**src/design/udar_pkg.sv**
```systemverilog
// Shared constants, types and period helpers for the up/down auto-repeat counter.
package udar_pkg;

  localparam int VALUE_WIDTH     = 32;
  localparam int HOLD_WIDTH      = 16;
  localparam int PHASE_WIDTH     = 16;
  localparam int PERIOD_WIDTH    = 8;
  localparam int LONG_WIDTH      = 10;
  localparam int VLONG_WIDTH     = 12;
  localparam int CFG_DATA_WIDTH  = 12;
  localparam int CFG_INDEX_WIDTH = 2;
  localparam int REM_CNT_WIDTH   = $clog2(PHASE_WIDTH + 1);

  localparam logic [LONG_WIDTH-1:0]   LONG_HOLD_RESET   = LONG_WIDTH'(100);
  localparam logic [VLONG_WIDTH-1:0]  VLONG_HOLD_RESET  = VLONG_WIDTH'(300);
  localparam logic [PERIOD_WIDTH-1:0] SLOW_PERIOD_RESET = PERIOD_WIDTH'(50);
  localparam logic [PERIOD_WIDTH-1:0] FAST_PERIOD_RESET = PERIOD_WIDTH'(10);

  typedef enum logic [CFG_INDEX_WIDTH-1:0] {
    REG_LONG_HOLD   = 2'd0,
    REG_VLONG_HOLD  = 2'd1,
    REG_SLOW_PERIOD = 2'd2,
    REG_FAST_PERIOD = 2'd3
  } cfg_reg_t;

  typedef struct packed {
    logic busy;
    logic done;
  } rem_status_t;

  // a period of zero acts as a period of one
  function automatic logic [PERIOD_WIDTH-1:0] eff_period(input logic [PERIOD_WIDTH-1:0] p);
    return (p == '0) ? PERIOD_WIDTH'(1) : p;
  endfunction

  // residue of (phase + 1) given residue m of phase
  function automatic logic [PERIOD_WIDTH-1:0] mod_inc(input logic [PERIOD_WIDTH-1:0] m,
                                                      input logic [PERIOD_WIDTH-1:0] p);
    logic [PERIOD_WIDTH:0] s;
    s = {1'b0, m} + (PERIOD_WIDTH+1)'(1);
    return (s == {1'b0, eff_period(p)}) ? '0 : s[PERIOD_WIDTH-1:0];
  endfunction

  // residue of a phase of one
  function automatic logic [PERIOD_WIDTH-1:0] mod_one(input logic [PERIOD_WIDTH-1:0] p);
    return (eff_period(p) == PERIOD_WIDTH'(1)) ? '0 : PERIOD_WIDTH'(1);
  endfunction

endpackage

```
**src/design/udar_phase_rem.sv**
```systemverilog
// Bit-serial remainder unit: rebuilds the phase residues after a period register write.
module udar_phase_rem (
  input  logic                                 clk,
  input  logic                                 rst,
  input  logic                                 start,
  input  logic [udar_pkg::PHASE_WIDTH-1:0]     dividend,
  input  logic [udar_pkg::PERIOD_WIDTH-1:0]    div_a,
  input  logic [udar_pkg::PERIOD_WIDTH-1:0]    div_b,
  output logic [udar_pkg::PERIOD_WIDTH-1:0]    rem_a,
  output logic [udar_pkg::PERIOD_WIDTH-1:0]    rem_b,
  output udar_pkg::rem_status_t                status
);

  logic [udar_pkg::REM_CNT_WIDTH-1:0]  cnt;
  logic                                done;
  logic [udar_pkg::PHASE_WIDTH-1:0]    shreg;
  logic [udar_pkg::PERIOD_WIDTH-1:0]   rem_a_next;
  logic [udar_pkg::PERIOD_WIDTH-1:0]   rem_b_next;
  logic [udar_pkg::PERIOD_WIDTH:0]     ra_wide;
  logic [udar_pkg::PERIOD_WIDTH:0]     rb_wide;
  logic [udar_pkg::PERIOD_WIDTH:0]     pa_wide;
  logic [udar_pkg::PERIOD_WIDTH:0]     pb_wide;
  logic [udar_pkg::PERIOD_WIDTH:0]     ra_sub;
  logic [udar_pkg::PERIOD_WIDTH:0]     rb_sub;

  // restoring remainder, one dividend bit per cycle, both divisors at once
  always_comb begin
    pa_wide    = {1'b0, udar_pkg::eff_period(div_a)};
    pb_wide    = {1'b0, udar_pkg::eff_period(div_b)};
    ra_wide    = {rem_a, shreg[udar_pkg::PHASE_WIDTH-1]};
    rb_wide    = {rem_b, shreg[udar_pkg::PHASE_WIDTH-1]};
    ra_sub     = ra_wide - pa_wide;
    rb_sub     = rb_wide - pb_wide;
    rem_a_next = (ra_wide >= pa_wide) ? ra_sub[udar_pkg::PERIOD_WIDTH-1:0]
                                      : ra_wide[udar_pkg::PERIOD_WIDTH-1:0];
    rem_b_next = (rb_wide >= pb_wide) ? rb_sub[udar_pkg::PERIOD_WIDTH-1:0]
                                      : rb_wide[udar_pkg::PERIOD_WIDTH-1:0];
  end

  always_ff @(posedge clk) begin
    if (rst) begin
      cnt  <= '0;
      done <= 1'b0;
    end else begin
      done <= 1'b0;
      if (start) begin
        cnt <= udar_pkg::REM_CNT_WIDTH'(udar_pkg::PHASE_WIDTH);
      end else if (cnt != '0) begin
        cnt  <= cnt - udar_pkg::REM_CNT_WIDTH'(1);
        done <= (cnt == udar_pkg::REM_CNT_WIDTH'(1));
      end
    end
  end

  always_ff @(posedge clk) begin
    if (start) begin
      shreg <= dividend;
      rem_a <= '0;
      rem_b <= '0;
    end else if (cnt != '0) begin
      shreg <= {shreg[udar_pkg::PHASE_WIDTH-2:0], 1'b0};
      rem_a <= rem_a_next;
      rem_b <= rem_b_next;
    end
  end

  assign status.busy = (cnt != '0) || done;
  assign status.done = done;

endmodule

```
**src/design/updown_button_autorepeat.sv**
```systemverilog
// Top level of the up/down button counter with hold-to-repeat at two speeds.
//
// Each input request is one tick carrying the levels of the up and down
// buttons; up wins when both are active. A fresh press steps count_value by
// one, a long hold repeats the step every slow period, a very long hold
// every fast period. Every accepted request yields exactly one result
// (count_value, value_changed, led_off) in the output register in the next cycle.
// Throughput is one request per cycle with in_stall low: the whole tick update
// is one pass of logic from the input ports into the state and output registers.
// The output register keeps its result while out_stall is high; a new request
// is still taken when the output register is empty or being drained.
// Writing a period register starts a bit-serial remainder pass (after a load
// step) that rebuilds the phase residues; in_stall is high while it runs, and
// no request is taken then. Other register writes take effect at once.
// Reset clears the state machine, counters, flags and the value, and loads
// the default thresholds and periods.
module updown_button_autorepeat (
  input  logic                                    clk,
  input  logic                                    rst,
  input  logic                                    in_valid,
  output logic                                    in_stall,
  input  logic                                    button_up,
  input  logic                                    button_down,
  output logic                                    out_valid,
  input  logic                                    out_stall,
  output logic signed [udar_pkg::VALUE_WIDTH-1:0] count_value,
  output logic                                    value_changed,
  output logic                                    led_off,
  input  logic                                    cfg_we,
  input  logic [udar_pkg::CFG_INDEX_WIDTH-1:0]    cfg_index,
  input  logic [udar_pkg::CFG_DATA_WIDTH-1:0]     cfg_data
);

  typedef enum logic [7:0] {
    S_UP_STEP = 8'b0000_0001,
    S_UP_WAIT = 8'b0000_0010,
    S_UP_SLOW = 8'b0000_0100,
    S_UP_FAST = 8'b0000_1000,
    S_DN_STEP = 8'b0001_0000,
    S_DN_WAIT = 8'b0010_0000,
    S_DN_SLOW = 8'b0100_0000,
    S_DN_FAST = 8'b1000_0000
  } state_t;

  localparam logic [udar_pkg::HOLD_WIDTH-1:0] HOLD_MAX = '1;

  // configuration
  logic [udar_pkg::LONG_WIDTH-1:0]   long_hold;
  logic [udar_pkg::VLONG_WIDTH-1:0]  vlong_hold;
  logic [udar_pkg::PERIOD_WIDTH-1:0] slow_period;
  logic [udar_pkg::PERIOD_WIDTH-1:0] fast_period;

  // tick state
  state_t                            state, state_next;
  logic                              last_up, last_dn;
  logic [udar_pkg::HOLD_WIDTH-1:0]   hold_ticks, hold_next;
  logic [udar_pkg::PHASE_WIDTH-1:0]  phase, phase_next;
  logic [udar_pkg::PERIOD_WIDTH-1:0] slow_mod, slow_mod_next;
  logic [udar_pkg::PERIOD_WIDTH-1:0] fast_mod, fast_mod_next;
  logic                              held_long, held_long_next;
  logic                              held_vlong, held_vlong_next;
  logic                              slow_rep, slow_rep_next;
  logic                              fast_rep, fast_rep_next;
  logic [udar_pkg::VALUE_WIDTH-1:0]  value, value_next;

  logic                              go_up, go_dn, restart, cont;
  logic                              step_up, step_dn, phase_wrap;
  logic [udar_pkg::HOLD_WIDTH:0]     hold_wide, vlim, vlim_p1;
  logic                              accept;

  logic                              rem_start;
  logic [udar_pkg::PERIOD_WIDTH-1:0] rem_slow, rem_fast;
  udar_pkg::rem_status_t             rem_status;

  assign accept    = in_valid && !in_stall;
  assign in_stall  = rem_status.busy || (out_valid && out_stall);
  assign rem_start = cfg_we && ((cfg_index == udar_pkg::REG_SLOW_PERIOD) ||
                                (cfg_index == udar_pkg::REG_FAST_PERIOD));

  // configuration registers
  always_ff @(posedge clk) begin
    if (rst) begin
      long_hold   <= udar_pkg::LONG_HOLD_RESET;
      vlong_hold  <= udar_pkg::VLONG_HOLD_RESET;
      slow_period <= udar_pkg::SLOW_PERIOD_RESET;
      fast_period <= udar_pkg::FAST_PERIOD_RESET;
    end else if (cfg_we) begin
      unique case (cfg_index)
        udar_pkg::REG_LONG_HOLD:   long_hold   <= cfg_data[udar_pkg::LONG_WIDTH-1:0];
        udar_pkg::REG_VLONG_HOLD:  vlong_hold  <= cfg_data[udar_pkg::VLONG_WIDTH-1:0];
        udar_pkg::REG_SLOW_PERIOD: slow_period <= cfg_data[udar_pkg::PERIOD_WIDTH-1:0];
        udar_pkg::REG_FAST_PERIOD: fast_period <= cfg_data[udar_pkg::PERIOD_WIDTH-1:0];
        default: ;
      endcase
    end
  end

  // phase residues are rebuilt from the raw phase when a period changes
  udar_phase_rem u_phase_rem (
    .clk      (clk),
    .rst      (rst),
    .start    (rem_start),
    .dividend (phase),
    .div_a    (slow_period),
    .div_b    (fast_period),
    .rem_a    (rem_slow),
    .rem_b    (rem_fast),
    .status   (rem_status)
  );

  // read and timing phases of one tick
  always_comb begin
    go_up   = button_up;
    go_dn   = !button_up && button_down;
    restart = (go_up && !last_up) || (go_dn && !last_dn);
    cont    = (go_up && last_up) || (go_dn && last_dn);

    hold_next       = hold_ticks;
    phase_next      = phase;
    slow_mod_next   = slow_mod;
    fast_mod_next   = fast_mod;
    held_long_next  = held_long;
    held_vlong_next = held_vlong;
    slow_rep_next   = slow_rep;
    fast_rep_next   = fast_rep;

    if (restart) begin
      hold_next       = '0;
      phase_next      = '0;
      slow_mod_next   = '0;
      fast_mod_next   = '0;
      held_long_next  = 1'b0;
      held_vlong_next = 1'b0;
      fast_rep_next   = 1'b0;
    end else if (cont && (hold_ticks != HOLD_MAX)) begin
      hold_next = hold_ticks + udar_pkg::HOLD_WIDTH'(1);
    end

    hold_wide  = {1'b0, hold_next};
    vlim       = (udar_pkg::HOLD_WIDTH+1)'(vlong_hold);
    vlim_p1    = vlim + (udar_pkg::HOLD_WIDTH+1)'(1);
    phase_wrap = (phase_next == '1);

    if ((hold_wide >= vlim) && (hold_wide <= vlim_p1)) begin
      held_vlong_next = 1'b1;
      held_long_next  = 1'b0;
      phase_next      = '0;
      slow_mod_next   = '0;
      fast_mod_next   = '0;
      slow_rep_next   = 1'b0;
    end else if (hold_wide > vlim) begin
      if ((phase_next != '0) && (fast_mod_next == '0)) begin
        fast_rep_next = 1'b1;
        slow_rep_next = 1'b0;
        phase_next    = udar_pkg::PHASE_WIDTH'(1);
        slow_mod_next = udar_pkg::mod_one(slow_period);
        fast_mod_next = udar_pkg::mod_one(fast_period);
      end else begin
        fast_rep_next = 1'b0;
        phase_next    = phase_next + udar_pkg::PHASE_WIDTH'(1);
        slow_mod_next = phase_wrap ? '0 : udar_pkg::mod_inc(slow_mod_next, slow_period);
        fast_mod_next = phase_wrap ? '0 : udar_pkg::mod_inc(fast_mod_next, fast_period);
      end
    end else if (hold_next >= udar_pkg::HOLD_WIDTH'(long_hold)) begin
      held_long_next = 1'b1;
      phase_next     = phase_next + udar_pkg::PHASE_WIDTH'(1);
      slow_mod_next  = phase_wrap ? '0 : udar_pkg::mod_inc(slow_mod_next, slow_period);
      fast_mod_next  = phase_wrap ? '0 : udar_pkg::mod_inc(fast_mod_next, fast_period);
      slow_rep_next  = (phase_next != '0) && (slow_mod_next == '0);
    end
  end

  // update phase: the stepping state machine
  always_comb begin
    state_next = state;
    step_up    = 1'b0;
    step_dn    = 1'b0;
    unique case (state)
      S_UP_STEP: begin
        if (go_up) begin
          step_up    = 1'b1;
          state_next = S_UP_WAIT;
        end else if (go_dn) begin
          state_next = S_DN_STEP;
        end
      end
      S_UP_WAIT: begin
        if (!go_up)              state_next = go_dn ? S_DN_STEP : S_UP_STEP;
        else if (held_long_next) state_next = S_UP_SLOW;
      end
      S_UP_SLOW: begin
        step_up = slow_rep_next;
        if (!go_up)               state_next = go_dn ? S_DN_STEP : S_UP_STEP;
        else if (held_vlong_next) state_next = S_UP_FAST;
      end
      S_UP_FAST: begin
        if (!go_up) state_next = go_dn ? S_DN_STEP : S_UP_STEP;
        else        step_up    = fast_rep_next;
      end
      S_DN_STEP: begin
        if (go_dn) begin
          step_dn    = 1'b1;
          state_next = S_DN_WAIT;
        end else begin
          state_next = S_UP_STEP;
        end
      end
      S_DN_WAIT: begin
        if (!go_dn)              state_next = S_UP_STEP;
        else if (held_long_next) state_next = S_DN_SLOW;
      end
      S_DN_SLOW: begin
        step_dn = slow_rep_next;
        if (!go_dn)               state_next = S_UP_STEP;
        else if (held_vlong_next) state_next = S_DN_FAST;
      end
      S_DN_FAST: begin
        if (!go_dn) state_next = S_UP_STEP;
        else        step_dn    = fast_rep_next;
      end
      default: state_next = S_UP_STEP;
    endcase

    if (step_up)      value_next = value + udar_pkg::VALUE_WIDTH'(1);
    else if (step_dn) value_next = value - udar_pkg::VALUE_WIDTH'(1);
    else              value_next = value;
  end

  always_ff @(posedge clk) begin
    if (rst) begin
      state      <= S_UP_STEP;
      last_up    <= 1'b0;
      last_dn    <= 1'b0;
      hold_ticks <= '0;
      phase      <= '0;
      slow_mod   <= '0;
      fast_mod   <= '0;
      held_long  <= 1'b0;
      held_vlong <= 1'b0;
      slow_rep   <= 1'b0;
      fast_rep   <= 1'b0;
      value      <= '0;
      out_valid  <= 1'b0;
    end else begin
      if (accept) begin
        state      <= state_next;
        last_up    <= button_up;
        last_dn    <= button_down;
        hold_ticks <= hold_next;
        phase      <= phase_next;
        slow_mod   <= slow_mod_next;
        fast_mod   <= fast_mod_next;
        held_long  <= held_long_next;
        held_vlong <= held_vlong_next;
        slow_rep   <= slow_rep_next;
        fast_rep   <= fast_rep_next;
        value      <= value_next;
        out_valid  <= 1'b1;
      end else begin
        if (rem_status.done) begin
          slow_mod <= rem_slow;
          fast_mod <= rem_fast;
        end
        if (!out_stall) out_valid <= 1'b0;
      end
    end
  end

  // result register
  always_ff @(posedge clk) begin
    if (accept) begin
      count_value   <= value_next;
      value_changed <= step_up || step_dn;
      led_off       <= !(button_up || button_down);
    end
  end

  a_no_accept_while_rebuild: assert property (@(posedge clk) disable iff (rst)
    rem_status.busy |-> !accept)
    else $error("request accepted while phase residues are rebuilt");

  a_period_write_stalls: assert property (@(posedge clk) disable iff (rst)
    rem_start |=> in_stall)
    else $error("period write did not stall the input");

  // a released button can still take a slow repeat step, so only the led is checked
  a_idle_tick_led: assert property (@(posedge clk) disable iff (rst)
    (accept && !button_up && !button_down) |=> (out_valid && led_off))
    else $error("tick with no button active did not turn the led off");

  a_step_changes_value: assert property (@(posedge clk) disable iff (rst)
    accept |=> (value_changed == (count_value != $past(value))))
    else $error("value_changed disagrees with the value");

endmodule

```
**config.mk**
```make
export PLATFORM = sky130hd
export DESIGN_NAME = updown_button_autorepeat
export DESIGN_NICKNAME = d
export VERILOG_FILES = /design/src/design/udar_pkg.sv /design/src/design/udar_phase_rem.sv /design/src/design/updown_button_autorepeat.sv
export SDC_FILE = /design/constraint.sdc
export NUM_CORES = 1
export LEC_CHECK = 0
export BUFFER_PORTS_ARGS = -buffer_cell sky130_fd_sc_hd__buf_4
export CORE_ASPECT_RATIO = 0.6
export CORE_UTILIZATION = 25
export DETAILED_ROUTE_END_ITERATION = 8
export GPL_ROUTABILITY_DRIVEN = 0
export REMOVE_ABC_BUFFERS = 1
export SLEW_MARGIN = 20
export SYNTH_ARGS = -nofsm -noshare
export SYNTH_HDL_FRONTEND = slang
export SYNTH_SLANG_ARGS = --single-unit
```
**constraint.sdc**
```tcl
create_clock -name clk -period 5.1 [get_ports clk]
set_input_delay 0.255 -clock clk [delete_from_list [all_inputs] [get_ports clk]]
set_output_delay 0.255 -clock clk [all_outputs]
set_load 0.01 [all_outputs]
```
==> qor.txt <==
Outcome: finished with violations
Failing checks: DRC
Most frequent cells in the layout: 249 x nand2_1, 178 x nor2_1, 153 x dfxtp_1
Initial DRC count: 1343
Antenna Cells: 0
Netlist cell types: 92
Crit-path max cell delay: 570 ps
Post-synthesis compound-gate area fraction: 19.8%
CP max-delay cell: dlygate4sd3_1
Clock Sinks: 205
Commonest non-fill, non-tap cell in the layout: nand2_1
Ys flop type: dfxtp_1
CP arrival: 5360 ps
Clk buf depth: 3
Cts bufs inserted: 24
Worst hold path class: in2reg
Initial core utilization: 25.3%
Count of final hold-check violations: 0
Clk_lat worst skew: 550 ps
Final wirelength: 44000 um
Slew @ Worst Pin: 1070 ps
Busiest layer in global routing: met1
Initial antenna violation count: 0
Layout area overhead: 19.6%
Pleak: 6.43 nW
Vias in the first global route: 12.2k
Layout Utilization: 30.3%
Layout Cells excl Fill: 2558
Layout net count: 1913
Crit-path most repeated cell: buf_4
Routed vias/inst: 5.20
Xor and xnor area share after synthesis: 5.24%
Worst path required time: 5520 ps
Die ar.: 55900 um^2
CTS clock-pin slew for the worst setup and hold paths: 60 ps
CP Launch Type: primary input
Final period util: 96.8%
Post-Syn Area per Cell: 7.90 um^2
Fmax: 203 MHz
Fraction of layout cells with a size suffix above 1: 14.5%
Met1 Track Usage GR: 23.8%
Worst slew margin: 28.7%
CTS root buffer: clkbuf_16
Max Cap Violations: 0
Height of the chip: 183 um
Pin count of the biggest net entering global routing: 164
Die width: 304 um
Fin crit period: 4940 ps
IO Pins: 57
Vias: 13.3k
Core footprint: 54200 um^2
GRT overflow: 0
Main combinational cell family by area after synthesis: simple AND/OR/NAND/NOR gates
Mapped Cells: 1737
Register bit total from synthesis: 205
# DRC: 1
Critical path peak fanout: 8
WHS: 34.5 ps
GRT Total Usage: 15.1%
Placed Cells: 2492
Post-synth EDFFs: 50
IR drop worst, VDD: 0.239 mV
# setup viols final: 0
Ys Warns: 0
H-tree Lvls: 1
CTS tree: built
Clock skew: 25.8 ps
Synth Cell Area: 13700 um^2
Port bufs: 56
CP Class: in2reg
Met2 usage in global routing: 20.5%
TritonRoute pass-1 iters: 8
Crit end category: flop
Post-DP HPWL: 31800 um
Post-DR wirelength/cell: 17.2 um
Pwr/cell area: 385 nW/um^2
Cell breakdown of the critical path: dlygate4sd3_1, buf_4, nand3b_4, a211o_4, o311ai_2, o41ai_2, ha_1, nand4_1, nor3_2, o21bai_1, o41ai_2, buf_4, nor3_4, a31oi_1, buf_4, o2111a_1, a2111o_2, nand2_1, buf_4, o32a_1, mux2_2
Final ANT Viol Nets: 0
Synth Area in Simple Gates: 26.8%
Post-synthesis mux area share: 3.59%
First-pass GRT wire length: 68300 um
Seq/Total Area, Yosys: 33.6%
Row count: 66
FFs w/ async S/R, synth: 0%
Global-route track usage on met3: 3.34%
Total Power: 6.32 mW
Fin. max-slew vios: 0
Adder-cell share of the synthesized area: 6.13%
==> flip-flops by register name, indices dropped and copies added (netlist names), 5 cells and up <==
name               count
u_phase_rem.cnt        5
vlong_hold            12
u_phase_rem.rem_b      8
state                  8
u_phase_rem.rem_a      8
hold_ticks            16
u_phase_rem.shreg     16
slow_mod               8
fast_period            8
count_value           32
slow_period            8
long_hold             10
fast_mod               8
value                 32
phase                 16
==> synth_stat cells, types with 19 or more instances <==
cell type | instances | area share, %
ha_1 | 64 | 5.8
nor2b_1 | 40 | 1.8
nor3_1 | 40 | 1.5
xor2_1 | 38 | 2.4
clkbuf_1 | 79 | 2.2
nand3_1 | 54 | 2.0
edfxtp_1 | 50 | 11
or3_1 | 30 | 1.4
and3_1 | 39 | 1.8
mux2_2 | 19 | 1.6
nand4_1 | 32 | 1.5
dfxtp_1 | 155 | 23
inv_1 | 73 | 2.0
a21oi_1 | 117 | 4.3
o21ai_0 | 99 | 3.6
nand2_1 | 252 | 6.9
a211oi_1 | 31 | 1.7
nor2_1 | 183 | 5.0
xnor2_1 | 39 | 2.5
==> layout make-up <==
type | count | area [um^2]
inverters | 73 | 274
clock inverters | 8 | 83.8
fillers | 5791 | 37800
multi-input cells | 1361 | 8590
flip-flops and latches | 205 | 4610
clock buffers | 36 | 706
repair buffers | 161 | 1260
well taps | 714 | 893
==> routing by layer <==
layer / vias to the layer above / share of wire [%] / wire length (um)
met5: - / 0 / 0
met4: 0 / 1.4 / 635
met3: 49 / 8.7 / 3850
met2: 498 / 39 / 17000
met1: 6353 / 51 / 22500
li1: 6395 / - / -
==> what timing repair did <==
action / in CTS / in global routing
buffers inserted: 0 / 6
pin swaps: 1 / 6
hold endpoints to repair: 34 / 0
gates cloned: 0 / 2
endpoints found under the setup margin: 35 / 68
gates resized for setup: 3 / 33
hold buffers: 14 / 0
==> path summary, 6_finish.rpt <==
kind / depth (start not counted) / slack (ps) / start / end
max: 21 / 160 / button_down / value[16]$_SDFFE_PP0P_
min: 2 / 30 / cfg_data[3] / fast_period[3]$_SDFFE_PP1P_
max reg2reg: 20 / 160 / hold_ticks[10]$_SDFFE_PP0P_ / value[16]$_SDFFE_PP0P_
min reg2reg: 2 / 460 / vlong_hold[4]$_SDFFE_PP0P_ / vlong_hold[4]$_SDFFE_PP0P_
==> kinds of logic (layout without fill, tap and decap cells) <==
family	count (synthesis)	in the layout
AOI/OAI and AO/OA	412	413
and+or+nand+nor	757	758
buffers and inverters	173	278
xor gates and xnor gates	79	79
DFF	205	205
adders and majority gates	66	66
muxes	45	45
==> worst max-delay path, delay by kind of cell <==
kind                     cells  cell delay, ps
AO/OA/AOI/OAI                9            2220
adder cells (fa/ha/maj)      1             320
buffers and inverters        5            1300
multiplexers                 1             320
AND/OR/NAND/NOR              5             910
==> per-stage QoR <==
stage / setup TNS (ps) / setup slack (ps) / instance area [um^2]
6_report: 0 / 164 / 16400
5_1_grt: -494 / -95.2 / 16400
4_1_cts: 0 / 30.8 / 16200
3_5_place_dp: -2350 / -189 / 15300
3_3_place_gp: -220 / -43.3 / 15300
2_1_floorplan: -6140 / -263 / 13300
==> power breakdown <==
part	switching (mW)	internal (mW)
clock	0.756	1.01
combinational	1.35	0.857
sequential	0.305	2.04
total	2.41	3.91
Note: power is estimated with default switching activity, not from simulation.
